## config.mk

```make
export PLATFORM = sky130hd
export DESIGN_NAME = coordinate_text_parser_unit
export DESIGN_NICKNAME = d
export VERILOG_FILES = /design/src/rtl/ctp_pkg.sv /design/src/rtl/ctp_scanner.sv /design/src/rtl/ctp_scaler.sv /design/src/rtl/coordinate_text_parser_unit.sv
export SDC_FILE = /design/constraint.sdc
export NUM_CORES = 1
export LEC_CHECK = 0
export BUFFER_PORTS_ARGS = -buffer_cell sky130_fd_sc_hd__buf_2
export CAP_MARGIN = 30
export CORE_UTILIZATION = 45
export DETAILED_ROUTE_END_ITERATION = 16
export MAX_ROUTING_LAYER = met4
export SLEW_MARGIN = 20
export SYNTH_ARGS = -nofsm -noshare
export SYNTH_HDL_FRONTEND = slang
export SYNTH_SLANG_ARGS = --single-unit
```

## constraint.sdc

```tcl
create_clock -name clk -period 13.52 [get_ports clk]
set_input_delay 0 -clock clk [delete_from_list [all_inputs] [get_ports clk]]
set_output_delay 0 -clock clk [all_outputs]
set_load 0.005 [all_outputs]
```

## src/rtl/ctp_pkg.sv

```systemverilog
// types, character codes and weights for the coordinate text parser
package ctp_pkg;

    // parse phase
    typedef enum logic [1:0] {
        PH_SPACES = 2'd0,
        PH_SIGN   = 2'd1,
        PH_BODY   = 2'd2
    } ctp_phase_t;

    // running parse state
    typedef struct packed {
        ctp_phase_t  phase;
        logic [31:0] whole_degrees;
        logic [14:0] fraction_sum;
        logic [2:0]  fraction_count;
        logic        seen_dot;
        logic        is_negative;
    } ctp_state_t;

    localparam logic [7:0] CHR_END   = 8'h00;
    localparam logic [7:0] CHR_SPACE = 8'h20;
    localparam logic [7:0] CHR_PLUS  = 8'h2b;
    localparam logic [7:0] CHR_MINUS = 8'h2d;
    localparam logic [7:0] CHR_DOT   = 8'h2e;
    localparam logic [7:0] CHR_ZERO  = 8'h30;
    localparam logic [7:0] CHR_NINE  = 8'h39;
    localparam logic [7:0] CHR_UP_A  = 8'h41;
    localparam logic [7:0] CHR_UP_Z  = 8'h5a;
    localparam logic [7:0] CHR_CASE  = 8'h20;
    localparam logic [7:0] CHR_LO_E  = 8'h65;
    localparam logic [7:0] CHR_LO_N  = 8'h6e;
    localparam logic [7:0] CHR_LO_S  = 8'h73;
    localparam logic [7:0] CHR_LO_W  = 8'h77;

    // units of 1/30000 degree per whole degree
    localparam logic [14:0] DEG_SCALE = 15'd30000;

    // weight of each fraction digit position
    function automatic logic [11:0] frac_weight(input logic [1:0] pos);
        logic [11:0] w;
        case (pos)
            2'd0:    w = 12'd3000;
            2'd1:    w = 12'd300;
            2'd2:    w = 12'd30;
            default: w = 12'd3;
        endcase
        return w;
    endfunction

endpackage

```

## src/rtl/ctp_scanner.sv

```systemverilog
// per-character parse state update and state registers
module ctp_scanner #(
    parameter int FRACTION_DIGITS = 4
) (
    input  logic                clk,
    input  logic                rst_n,
    input  logic                step,
    input  logic [7:0]          char_code,
    output ctp_pkg::ctp_state_t state
);

    localparam logic [2:0] FRAC_LIMIT = 3'(FRACTION_DIGITS);

    ctp_pkg::ctp_state_t state_reg;
    ctp_pkg::ctp_state_t state_next;

    logic [7:0]  lower;
    logic        is_sw;
    logic        is_ne;
    logic        is_sign;
    logic        is_digit;
    logic [3:0]  digit;
    logic        in_spaces;
    logic        in_sign;
    logic        go_sign;
    logic        go_body;
    logic [26:0] frac_add;

    // character classes
    always_comb
    begin
        lower    = (char_code inside {[ctp_pkg::CHR_UP_A:ctp_pkg::CHR_UP_Z]})
                   ? char_code + ctp_pkg::CHR_CASE : char_code;
        is_sw    = (lower == ctp_pkg::CHR_LO_S) || (lower == ctp_pkg::CHR_LO_W);
        is_ne    = (lower == ctp_pkg::CHR_LO_N) || (lower == ctp_pkg::CHR_LO_E);
        is_sign  = (char_code == ctp_pkg::CHR_PLUS) || (char_code == ctp_pkg::CHR_MINUS);
        is_digit = char_code inside {[ctp_pkg::CHR_ZERO:ctp_pkg::CHR_NINE]};
        digit    = 4'(char_code - ctp_pkg::CHR_ZERO);
    end

    // which phase handles this character (a miss falls through)
    always_comb
    begin
        in_spaces = 1'b0;
        in_sign   = 1'b0;
        case (state_reg.phase)
            ctp_pkg::PH_SPACES: in_spaces = 1'b1;
            ctp_pkg::PH_SIGN:   in_sign   = 1'b1;
            default:            in_sign   = 1'b0;
        endcase
        go_sign = in_sign || (in_spaces && (char_code != ctp_pkg::CHR_SPACE)
                  && !is_sw && !is_ne);
        go_body = (!in_spaces && !in_sign) || (go_sign && !is_sign);
        frac_add = 27'(digit * ctp_pkg::frac_weight(state_reg.fraction_count[1:0]));
    end

    // next state
    always_comb
    begin
        state_next = state_reg;
        if (char_code == ctp_pkg::CHR_END)
        begin
            state_next.phase          = ctp_pkg::PH_SPACES;
            state_next.whole_degrees  = '0;
            state_next.fraction_sum   = '0;
            state_next.fraction_count = '0;
            state_next.seen_dot       = 1'b0;
            state_next.is_negative    = 1'b0;
        end
        else
        begin
            // leading spaces and hemisphere letter
            if (in_spaces && (char_code != ctp_pkg::CHR_SPACE))
            begin
                state_next.phase = ctp_pkg::PH_SIGN;
                if (is_sw)
                begin
                    state_next.is_negative = 1'b1;
                end
            end
            // optional sign
            if (go_sign)
            begin
                state_next.phase = ctp_pkg::PH_BODY;
                if (is_sign)
                begin
                    state_next.is_negative = (char_code == ctp_pkg::CHR_MINUS);
                end
            end
            // number body
            if (go_body)
            begin
                if (char_code == ctp_pkg::CHR_DOT)
                begin
                    state_next.seen_dot = 1'b1;
                end
                else if (is_digit)
                begin
                    if (!state_reg.seen_dot)
                    begin
                        state_next.whole_degrees = (state_reg.whole_degrees << 3)
                            + (state_reg.whole_degrees << 1) + 32'(digit);
                    end
                    else if (state_reg.fraction_count < FRAC_LIMIT)
                    begin
                        state_next.fraction_sum   = 15'(state_reg.fraction_sum + frac_add);
                        state_next.fraction_count = state_reg.fraction_count + 3'd1;
                    end
                end
                else if (is_sw)
                begin
                    state_next.is_negative = 1'b1;
                end
            end
        end
    end

    // state registers
    always_ff @(posedge clk or negedge rst_n)
    begin
        if (!rst_n)
        begin
            state_reg.phase          <= ctp_pkg::PH_SPACES;
            state_reg.whole_degrees  <= '0;
            state_reg.fraction_sum   <= '0;
            state_reg.fraction_count <= '0;
            state_reg.seen_dot       <= 1'b0;
            state_reg.is_negative    <= 1'b0;
        end
        else if (step)
        begin
            state_reg <= state_next;
        end
    end

    assign state = state_reg;

endmodule

```

## src/rtl/ctp_scaler.sv

```systemverilog
// turns degrees and fraction into a signed 1/30000 degree value
module ctp_scaler (
    input  ctp_pkg::ctp_state_t state,
    output logic signed [31:0]  coordinate
);

    logic [31:0] scaled;
    logic [31:0] magnitude;

    // degrees * 30000 + fraction, wrapping, then optional negate
    always_comb
    begin
        scaled     = 32'(state.whole_degrees * 32'(ctp_pkg::DEG_SCALE));
        magnitude  = scaled + 32'(state.fraction_sum);
        coordinate = state.is_negative ? signed'(32'(0) - magnitude) : signed'(magnitude);
    end

endmodule

```

## src/rtl/coordinate_text_parser_unit.sv

```systemverilog
// coordinate text parser top level: input register, parser, result register
//
//  channel | valid     | stall     | payload
//  --------+-----------+-----------+-------------------------
//  in      | in_valid  | in_stall  | char_code [7:0]
//  out     | out_valid | out_stall | coordinate [31:0] signed
//
// when not stalled, one character per cycle, each parsed the cycle after it is taken
// a zero byte puts its coordinate in the result register at the edge after it
// is taken when the result slot is free, the parse state is cleared at that edge
// reset clears the parse state and both valid flags
// a held zero byte waits only while a result sits stalled; other characters
// keep flowing into the parse state while the result waits
module coordinate_text_parser_unit #(
    parameter int FRACTION_DIGITS = 4
) (
    input  logic               clk,
    input  logic               rst_n,
    input  logic               in_valid,
    output logic               in_stall,
    input  logic [7:0]         char_code,
    output logic               out_valid,
    input  logic               out_stall,
    output logic signed [31:0] coordinate
);

    logic               in_valid_reg;
    logic               in_valid_next;
    logic [7:0]         char_reg;
    logic               out_valid_reg;
    logic               out_valid_next;
    logic signed [31:0] coordinate_reg;

    logic                accept;
    logic                advance;
    logic                step;
    logic                emit;
    ctp_pkg::ctp_state_t state;
    logic signed [31:0]  coord_calc;

    // handshake control
    always_comb
    begin
        advance  = (char_reg != ctp_pkg::CHR_END) || !out_valid_reg || !out_stall;
        in_stall = in_valid_reg && !advance;
        accept   = in_valid && !in_stall;
        step     = in_valid_reg && advance;
        emit     = step && (char_reg == ctp_pkg::CHR_END);
        in_valid_next  = accept ? 1'b1 : (step ? 1'b0 : in_valid_reg);
        out_valid_next = emit || (out_valid_reg && out_stall);
    end

    // parse state
    ctp_scanner #(
        .FRACTION_DIGITS (FRACTION_DIGITS)
    ) u_scanner (
        .clk       (clk),
        .rst_n     (rst_n),
        .step      (step),
        .char_code (char_reg),
        .state     (state)
    );

    // final scaling
    ctp_scaler u_scaler (
        .state      (state),
        .coordinate (coord_calc)
    );

    // valid flags
    always_ff @(posedge clk or negedge rst_n)
    begin
        if (!rst_n)
        begin
            in_valid_reg  <= 1'b0;
            out_valid_reg <= 1'b0;
        end
        else
        begin
            in_valid_reg  <= in_valid_next;
            out_valid_reg <= out_valid_next;
        end
    end

    // payload registers
    always_ff @(posedge clk)
    begin
        if (accept)
        begin
            char_reg <= char_code;
        end
        if (emit)
        begin
            coordinate_reg <= coord_calc;
        end
    end

    assign out_valid  = out_valid_reg;
    assign coordinate = coordinate_reg;

endmodule

```

Word-level counts from Yosys, hierarchy flattened
Cells that the tools add are included.

cells by class
  add/sub/neg operators = 8
  multipliers = 2
  order comparisons = 5
  eq/ne operators = 13
  mux-type cells = 24
  reduce and logical (&&, ||, !) cells = 44

operators by type and width
  cell                      number
  $mux W50                  2
  $mux W32                  2
  $mux W54                  1
  $mux W52                  1
  $mux W18                  2
  $pmux W12 S3              1
  $add A32 B15 Y32          1
  $add A32 B32 Y32          1
  $add A32 B4 Y32           1
  $eq A8 B7 Y1 const B      4
  $mul A32 B11 Y28 const B  1
  $sub A1 B32 Y32 const A   1
  $eq A8 B6 Y1 const B      3
  $add A15 B15 Y15          1
  $mul A4 B12 Y15           1
  $logic_and A1 B1 Y1       12
  $mux W1                   12
  $reduce_bool A2 Y1        6
  $logic_not A1 Y1          9
  $add A8 B6 Y8 const B     1
  $ge A8 B6 Y1 const B      1
  $ge A8 B7 Y1 const B      1
  $le A8 B6 Y1 const B      1
  $le A8 B7 Y1 const B      1
  18 further kinds          29

word-level totals
  bits in registers = 96
  input bits = 12
  logic and storage cells = 106

Longest topological paths before layout
Gate-level depths: netlist (run 1).

  depth after elaboration = 15
  mapped depth = 22

Modules after synthesis
Synthesis (run 1) repeated with hierarchy kept, for this count alone.

unflattened totals
  cells, all modules = 1,503
  area total of the unflattened synthesis = 13,514.2 um^2

by module, submodules not included
  module                       times used  cells an instance  area each (um^2)  sequential area each (um^2)
  ctp_scaler                   1           762                6,264.8           0.0
  ctp_scanner                  1           685                5,905.7           1,351.3
  coordinate_text_parser_unit  1           56                 1,343.8           1,251.2

Worst setup path before layout (run 1)
No wires, ideal clock.

  path kind = flip-flop to flip-flop
  start point = reg u_scanner.state_reg, in the netlist u_scanner.state[29]
  end point = reg coordinate_reg[31] (netlist: coordinate[31]), data pin
  setup time = 0.263 ns
  arrival = 6.200 ns
  data required time = 13.257 ns
  path slack = 7.057 ns
  stages on the path, launching flop included = 23
  clock period less this slack = 6.463 ns
  cells stage by stage = dfrtp_1 inv_1 fa_1 inv_1 fa_1 fa_1 inv_1 fa_1 fa_1 inv_1 ha_1 clkbuf_1 a21oi_1 o21ai_0 a221oi_1 o311ai_0 o211ai_1 a21bo_2 nor4_1 xnor2_1 nand4_1 o41ai_2 xnor2_1

between the ends
  longest elaborated chain between the ends = 4

RTL lines
  what                    RTL line                           RTL
  start, declared         ctp_scanner.sv:14                  ctp_pkg::ctp_state_t state_reg;
  start signal, assigned  ctp_scanner.sv:132                 state_reg <= state_next;
  $mul A32 B11 Y28 (*)    ctp_scaler.sv:13                   scaled = 32'(state.whole_degrees * 32'(ctp_pkg::DEG_SCALE));
  $add A32 B15 Y32 (*)    ctp_scaler.sv:14                   magnitude = scaled + 32'(state.fraction_sum);
  $sub A1 B32 Y32         ctp_scaler.sv:15                   coordinate = state.is_negative ? signed'(32'(0) - magnitude) : signed'(magnitude);
  $mux W32 (*)            ctp_scaler.sv:15
  via coord_calc[31]      coordinate_text_parser_unit.sv:39  logic signed [31:0] coord_calc;
  end signal, assigned    coordinate_text_parser_unit.sv:94  coordinate_reg <= coord_calc;
  end, declared           coordinate_text_parser_unit.sv:32  logic signed [31:0] coordinate_reg;

The timed path passes the listed nets; every way through them passes the cells marked *.
A chain may end at the register's enable or synchronous reset.

Final worst setup path (run 1)
  start point = reg u_scanner.state_reg, in the netlist u_scanner.state[25]
  end point = reg coordinate_reg[31] (netlist: coordinate[31]), data pin

The elaborated chain is that of the path after synthesis.

==> impl_metrics.tcl, run 1 <==
set metrics [dict create \
    outcome "complete, no violations" \
    ys_types 73 \
    slew_violations 0 \
    critical_path_class "reg2reg" \
    fmax_mhz 141 \
    cts_made_buffers 9 \
    avgSynthCellArea_um2 9.15 \
    synth_area_leaders "fa_1 20%, ha_1 15%, dfrtp_1 10%" \
    min_path_type "in2async" \
    worst_pin_slew_ps 806 \
    reg2reg_depth 20 \
    yosysMostFrequentCell "inv_1" \
    ys_warn_count 0 \
    drc 0 \
    reg2reg_from "u_scanner.state[25]$_DFFE_PN0P_" \
    core_um2 27200 \
    drtIter0Drc 469 \
    synth_ff_type "dfrtp_1" \
    die_h_um 169 \
    synth-seq-cells 92 \
    met3_usage_pct 1.87 \
    cts_max_level 3 \
    cp_max_fo 8 \
    syn-cell-area_um2 12500 \
    insertion_delay_ps 350 \
    post-route-period-util_pct 52.3 \
    clock-sinks 92 \
    grt_antenna_before_repair 0 \
    max_slew_margin_pct 46.1 \
    clockBufferDepth 2 \
    wl_per_cell_um 14.1 \
    rsz0062_at_grt "false" \
    rows 60 \
    fin_tns_setup_ps 0 \
    synthCells 1370 \
    end_kind "flop" \
    grt_pass1_vias 9415 \
    globalRouteMet1Util_pct 27.9 \
    arrival_ps 7180 \
    yosysSeqAreaShare_pct 20.0 \
    io_buffers 45 \
    start_util_pct 46.1 \
    reg2reg_slack_ps 6440 \
    firstDrtPassIters 4 \
    vias 9328 \
    wl_um 25300 \
    startpoint_type "flop" \
    top_usage_layer "met2" \
    root_buffer "clkbuf_16" \
    nets 1709 \
    dp_hpwl_um 20800 \
    finClkSkew_ps 8.98 \
    synth_common_cells "236 x inv_1, 155 x ha_1, 123 x fa_1" \
    grt_pass1_wl_um 45000 \
    syn-num-nets 1660 \
    synth_top_area_cell "fa_1" \
    crit_end "coordinate[31]$_DFFE_PP_" \
    synth-edff-count 40 \
    diodes 0 \
    gr-total-overflow 0 \
    viasPerCell 5.19 \
    synth_top_area_share_pct 19.6 \
    drive_above_1_share_pct 6.39 \
    tritoncts "done" \
    clk_pin_slew_ps 70 \
    die_w_um 169 \
    cp-startpoint "u_scanner.state[25]$_DFFE_PN0P_" \
    worst_r2r_endpoint "coordinate[31]$_DFFE_PP_" \
    gp_congestion 0.845 \
    maxCapViolCount 0 \
    syn_to_final_growth_pct 8.70 \
    async_reset_ff_share_pct 56.5 \
    grt_use_total_pct 19.9 \
    min_period_ps 7080 \
    hold_viol 0 \
    detail-route-antenna-nets 0 \
    use_met2_pct 31.5 \
    largest_register_ffs 50 \
    dieArea_um2 28500 \
    cp_data_required_time_ps 13620 \
    ios 46 \
    setup-violations-final 0 \
    grt_max_degree 53 \
]
==> how the worst min path moves through the flow <==
stage | startpoint | end
2_1_floorplan | rst_n | in_valid_reg$_DFFE_PN0P_
3_3_place_gp | rst_n | u_scanner.state[47]$_DFFE_PN0P_
3_5_place_dp | rst_n | u_scanner.state[47]$_DFFE_PN0P_
4_1_cts | rst_n | u_scanner.state[45]$_DFFE_PN0P_
5_1_grt | char_code[5] | char_reg[5]$_DFFE_PP_
6_report | rst_n | u_scanner.state[45]$_DFFE_PN0P_
==> repair_timing <==
item                                   4_1_cts  5_1_grt
setup endpoints to repair                    0        0
hold buffers                                12        0
resized for setup                            0        0
endpoints found under the hold margin       62        0
buffers inserted                             0        0
==> cell families (layout without fill, tap and decap cells) <==
group                    Yosys count  after routing  share of synthesized area [%]
adder cells (fa/ha/maj)          278            278                           35.1
AO/OA/AOI/OAI                    299            299                           15.9
AND/OR/NAND/NOR                  327            327                           13.3
multiplexers                       6              6                          0.479
buffers and inverters            261            315                           7.82
XOR/XNOR                         107            107                           7.47
flip-flops                        92             92                           20.0
==> layer usage <==
metal / vias to the layer above / share of wire (%)
met5: - / 0
li1: 4756 / -
met3: 16 / 2.8
met2: 131 / 44
met4: 0 / 0.88
met1: 4425 / 52
==> worst max-delay path, cell delays in order (launching register included) <==
cell     delay (ps)
dfrtp_1         530
inv_1           220
fa_1            570
inv_1            50
fa_1            470
fa_1            510
inv_1            50
fa_1            470
fa_1            510
inv_1            40
ha_1            380
a21o_1          260
or3b_2          500
o21a_1          220
o21ai_0         470
and4_1          310
nand4_1         210
nor4b_1         410
xor2_1          170
o41ai_2         380
xnor2_1          90
==> metrics by stage <==
stage | cells | setup WS [ps] | hold WS [ps] | util [%] | area, um2
final | 1796 | 6440 | 313 | 50.2 | 13600
after floorplan | 1370 | 7060 | -296 | - | 12500
after global placement | 1766 | 6470 | 177 | 48.5 | 13200
after CTS | 1795 | 6380 | 333 | 50.1 | 13600
after detailed placement | 1767 | 6410 | 178 | 48.5 | 13200
after global routing | 1796 | 5890 | 353 | 50.2 | 13600
==> layout make-up <==
class / instances / area [um2]
tap: 372 / 465
sequential: 92 / 2500
clock inverter: 7 / 96.3
multi-input combinational: 1017 / 9060
clock buffer: 9 / 225
inverter: 236 / 886
fill: 2554 / 13500
timing repair buffer: 63 / 395
==> placed cells by master, fill, tap and decap left out, types with 18 or more instances in the layout <==
cell,n
a21o_1,25
a21oi_1,56
and2_1,25
buf_2,46
dfrtp_1,52
edfxtp_1,40
fa_1,123
ha_1,155
inv_1,236
nand2_1,103
nand2b_1,18
nand3_1,21
nor2_1,57
nor3_1,19
o21ai_0,88
xnor2_1,71
xor2_1,36
Power of run 1 is not shown: default switching activity piles up to over one toggle a cycle in this logic, so the estimate is an artifact.
==> inputs of run 2 (changes only) <==
--- a/config.mk
+++ b/config.mk
@@ -5,6 +5,7 @@
 export SDC_FILE = /design/constraint.sdc
 export NUM_CORES = 1
 export LEC_CHECK = 0
+export ABC_AREA = 1
 export BUFFER_PORTS_ARGS = -buffer_cell sky130_fd_sc_hd__buf_2
 export CAP_MARGIN = 30
 export CORE_UTILIZATION = 45
==> constraint.sdc (replaced) <==
create_clock -name clk -period 6.05 [get_ports clk]
set_input_delay 0 -clock clk [delete_from_list [all_inputs] [get_ports clk]]
set_output_delay 0 -clock clk [all_outputs]
set_load 0.005 [all_outputs]
==> impl_metrics.tcl, run 2 <==
set metrics [dict create \
    outcome "complete, no violations" \
    critical_path_class "reg2reg" \
    nets 2093 \
    fill_cells 2839 \
    clk_pin_slew_ps 90 \
    min_path_type "in2async" \
    synthSimpleGateAreaFrac_pct 23.6 \
    finClkSkew_ps 17.8 \
    start_util_pct 46.1 \
    cp_max_fo 7 \
    syn-num-nets 2001 \
    maxCapViolCount 0 \
    firstDrtPassIters 5 \
    worst_pin_slew_ps 909 \
    final_cells 2192 \
    synth_ff_type "dfrtp_1" \
    slew_violations 0 \
    synth-edff-count 40 \
    cts_max_level 3 \
    clockBufferDepth 2 \
    startpoint_type "flop" \
    io_buffers 45 \
    end_kind "flop" \
    ios 46 \
    gr-total-overflow 0 \
    syn-cell-area_um2 13300 \
    crit_slowest_cell "fa_1" \
    crit_cells 29 \
    drive_above_1_share_pct 13.7 \
    multiInputGateArea_um2 9520 \
    hold_ws_ps 299 \
    yosysSeqAreaShare_pct 18.8 \
    ys_types 47 \
    viasPerCell 4.94 \
    wl_per_cell_um 13.5 \
    grt_max_degree 53 \
    drc 0 \
    vias 10800 \
    cp_data_required_time_ps 6190 \
    clock-sinks 92 \
    wl_um 29500 \
    synth_area_leaders "fa_1 18%, ha_1 15%, inv_1 11%" \
    syn_to_final_growth_pct 11.8 \
    insertion_delay_ps 370 \
    avgSynthCellArea_um2 7.79 \
    place_inst 2155 \
    largest_register_ffs 50 \
    synthXorXnorAreaFrac_pct 4.99 \
    async_reset_ff_share_pct 56.5 \
    synth_top_family_by_area "adder cells" \
    hold_viol 0 \
    yosysMostFrequentCell "inv_1" \
    core_um2 28900 \
    min_period_ps 5760 \
    fin_tns_setup_ps 0 \
    ys_warn_count 0 \
    arrival_ps 5900 \
    rsz0062_at_grt "true" \
    crit_top_cell "fa_1" \
    rows 62 \
    synth_top_area_share_pct 18.5 \
    detail-route-antenna-nets 0 \
    cp_num_buf_inv 7 \
    cts_made_buffers 9 \
    grt_antenna_before_repair 0 \
    setup-violations-final 0 \
    cpLargestDelayFamily "adder cells" \
    drtIter0Drc 598 \
    synth-seq-cells 92 \
    gp_congestion 0.849 \
    mostFrequentLayoutCell "inv_1" \
    synth_top_area_cell "fa_1" \
    seqCellArea_um2 2510 \
    root_buffer "clkbuf_16" \
    tritoncts "done" \
    grt_pass1_vias 10700 \
    fmax_mhz 174 \
    post-route-period-util_pct 95.2 \
    final_cell_mix "372 x inv_1, 362 x nand2_1, 144 x ha_1" \
    reg2reg_depth 29 \
    cpPeakStageDelay_ps 520 \
    synth_mux_area_share_pct 0 \
    synthCells 1711 \
    dieArea_um2 30300 \
    max_slew_margin_pct 39.4 \
    die_w_um 174 \
    synth-compound-area-share_pct 8.17 \
    diodes 0 \
    die_h_um 174 \
    dp_hpwl_um 25200 \
    grt_pass1_wl_um 50300 \
    synthAdderAreaFrac_pct 33.0 \
    synth_common_cells "378 x inv_1, 369 x nand2_1, 155 x ha_1" \
    grt_use_total_pct 21.0 \
]
run 2: cell types whose count changed in the layout (fill, tap and decap cells not counted), sizes merged, moves of 25 or more:
cell / before / now
nand2: 103 / 402
inv: 238 / 397
nand3: 21 / 90
nor2: 57 / 97
xnor2: 71 / 32
buf: 51 / 82
nand4: 7 / 38
and2: 25 / 0
run 2: area by class of cell:
| type | count | area share [%] |
|---|---|---|
| inverters | 395 | 9.95 |
| well taps | 384 | 3.22 |
| flip-flops and latches | 92 | 16.8 |
| multi-input cells | 1212 | 63.8 |
| repair buffers | 93 | 4.14 |
| clock inverters | 7 | 0.512 |
| clock buffers | 9 | 1.51 |
run 2: final timing paths:
kind	slack, ps	to	startpoint
max	290	coordinate[30]$_DFFE_PP_	u_scanner.state[21]$_DFFE_PN0P_
min	300	u_scanner.state[44]$_DFFE_PN0P_	rst_n
max reg2reg	290	coordinate[30]$_DFFE_PP_	u_scanner.state[21]$_DFFE_PN0P_
min reg2reg	490	coordinate[0]$_DFFE_PP_	u_scanner.state[5]$_DFFE_PN0P_
max in group asynchronous	5200	u_scanner.state[20]$_DFFE_PN0P_	rst_n
min in group clk	340	char_reg[3]$_DFFE_PP_	char_code[3]
run 2: routing by layer:
metal | vias up | share of wire [%] | GRT usage [%]
met4 | 0 | 1.4 | 4.42
met5 | - | 0 | -
met2 | 135 | 46 | 33.9
met3 | 24 | 2.4 | 2.12
met1 | 5098 | 50 | 28.6
li1 | 5578 | - | -
run 2: repair_timing:
action | CTS | global route
hold endpoints to repair | 62 | 0
buffers inserted | 0 | 10
gates resized for setup | 0 | 63
hold buffers | 11 | 0
endpoints found under the setup margin | 0 | 11
run 2: cell families (layout without fill, tap and decap cells):
| logic type | Yosys count | count (layout) |
|---|---|---|
| DFF | 92 | 92 |
| xor gates and xnor gates | 76 | 76 |
| adders and majority gates | 278 | 278 |
| and+or+nand+nor | 663 | 663 |
| buffers and inverters | 407 | 504 |
| AOI/OAI and AO/OA | 195 | 195 |
run 2: through the flow:
| step | utilization (%) | area [um2] | worst slack [ps] |
|---|---|---|---|
| 3_5_place_dp | 49.0 | 14200 | 37.7 |
| 4_1_cts | 50.5 | 14600 | 12.6 |
| 5_1_grt | 51.5 | 14900 | -37.5 |
| 2_1_floorplan | - | 13300 | 360 |
| 6_report | 51.5 | 14900 | 288 |
| 3_3_place_gp | 49.0 | 14200 | 84.5 |
run 2: tightest hold or removal path, delay by kind of cell:
| kind | cells | cell delay [ps] |
|---|---|---|
| buffers and inverters | 3 | 1170 |
Power of run 2 is left out for the same reason.
==> inputs of run 3 (changes only) <==
==> constraint.sdc (replaced) <==
create_clock -name clk -period 6.9 [get_ports clk]
set_input_delay 1.38 -clock clk [delete_from_list [all_inputs] [get_ports clk]]
set_output_delay 1.38 -clock clk [all_outputs]
set_load 0.005 [all_outputs]
==> impl_metrics.tcl, run 3 (synthesis results as in run 2) <==
set metrics [dict create \
    insertion_delay_ps 360 \
    grt_pass1_wl_um 49300 \
    fmax_mhz 156 \
    vias 10600 \
    cp_data_required_time_ps 7020 \
    drtIter0Drc 505 \
    post-route-period-util_pct 92.9 \
    die_w_um 174 \
    setup-violations-final 0 \
    startpoint_type "flop" \
    largest_register_ffs 50 \
    fill_cells 2845 \
    tritoncts "done" \
    grt_use_total_pct 20.5 \
    clk_pin_slew_ps 70 \
    crit_slowest_cell "fa_1" \
    cts_made_buffers 9 \
    gp_congestion 0.877 \
    grt_antenna_before_repair 0 \
    diodes 0 \
    hold_viol 0 \
    root_buffer "clkbuf_16" \
    arrival_ps 6530 \
    clock-sinks 92 \
    min_period_ps 6410 \
    viasPerCell 4.91 \
    clockBufferDepth 2 \
    seqCellArea_um2 2500 \
    outcome "complete, no violations" \
    rsz0062_at_grt "false" \
    grt_pass1_vias 10200 \
    min_from "u_scanner.state[5]$_DFFE_PN0P_" \
    min_path_type "reg2reg" \
    maxCapViolCount 0 \
    multiInputGateArea_um2 9300 \
    post_cts_buffers 0 \
    dp_hpwl_um 24800 \
    end_kind "flop" \
    gr-total-overflow 0 \
    cp_max_fo 8 \
    rows 62 \
    wl_per_cell_um 13.5 \
    die_h_um 174 \
    final_cell_mix "378 x inv_1, 369 x nand2_1, 155 x ha_1" \
    finClkSkew_ps 9.28 \
    core_um2 28900 \
    io_buffers 45 \
    critical_path_class "reg2reg" \
    slew_violations 0 \
    reg2reg_depth 29 \
    fin_tns_setup_ps 0 \
    syn_to_final_growth_pct 7.70 \
    cts_hold_buf 0 \
    nets 2049 \
    grt_max_degree 53 \
    firstDrtPassIters 5 \
    detail-route-antenna-nets 0 \
    mostFrequentLayoutCell "inv_1" \
    dieArea_um2 30300 \
    cts_resized 0 \
    cts_max_level 3 \
    wl_um 29100 \
    worst_pin_slew_ps 825 \
    hold_ws_ps 491 \
    ios 46 \
    drive_above_1_share_pct 9.47 \
    drc 0 \
    min_to "coordinate[0]$_DFFE_PP_" \
    reg2reg_slack_ps 490 \
    reg2reg_from "u_scanner.state[20]$_DFFE_PN0P_" \
    start_util_pct 46.1 \
    min_path_cells 0 \
    crit_top_cell "nand2_1" \
    worst_r2r_endpoint "coordinate[31]$_DFFE_PP_" \
    cpPeakStageDelay_ps 550 \
    max_slew_margin_pct 44.9 \
]
## run 3: cell types whose count changed in the layout (fill, tap and decap cells not counted), sizes merged
| cell | change |
|---|---|
| bufinv | +2 |
| dlygate4sd3 | -11 |
| clkinvlp | -2 |
| clkbuf | +1 |
| buf | -33 |
| clkinv | -1 |
## run 3: through the flow
step	setup WS (ps)	util (%)	cells	cell area (um2)
detailed placement	451	48.4	2132	14000
finish	490	49.6	2148	14400
global placement	514	48.4	2132	14000
global route	34.9	49.6	2148	14400
floorplan	1210	-	1711	13300
CTS	433	49.6	2148	14400
## run 3: how the worst max path moves through the flow
| stage | from | endpoint | slack [ps] | cells past startpoint |
|---|---|---|---|---|
| global placement | u_scanner.state[20]$_DFFE_PN0P_ | coordinate[31]$_DFFE_PP_ | 510 | 29 |
| CTS | u_scanner.state[20]$_DFFE_PN0P_ | coordinate[31]$_DFFE_PP_ | 430 | 29 |
| detailed placement | u_scanner.state[20]$_DFFE_PN0P_ | coordinate[31]$_DFFE_PP_ | 450 | 29 |
| global route | u_scanner.state[20]$_DFFE_PN0P_ | coordinate[31]$_DFFE_PP_ | 30 | 29 |
| finish | u_scanner.state[20]$_DFFE_PN0P_ | coordinate[31]$_DFFE_PP_ | 490 | 29 |
| floorplan | u_scanner.state[20]$_DFFE_PN0P_ | coordinate[30]$_DFFE_PP_ | 1210 | 27 |
## run 3: area by class of cell
cell class	instances	area share [%]
multi-input cells	1212	64.7
flip-flops and latches	92	17.4
inverters	395	10.3
well taps	384	3.35
repair buffers	49	1.78
clock buffers	10	1.66
clock inverters	6	0.732
## run 3: metal layers
metal / part of all wire [%] / track usage, % / wire length, um / up-vias
met3: 2.4 / 2.17 / 700 / 13
met4: 0.97 / 3.65 / 282 / 0
li1: - / - / - / 5507
met5: 0 / - / 0 / -
met2: 46 / 33.0 / 13400 / 128
met1: 51 / 28.2 / 14700 / 4902
## run 3: critical path: cells and delay by family (launching register included)
family          cells  cell delay (ps)
compound gates      1              220
xor+xnor            1               90
fa+ha+maj           7             3140
buf+inv             2              110
flops               1              540
simple gates       18             2030
Power of run 3 is left out for the same reason.
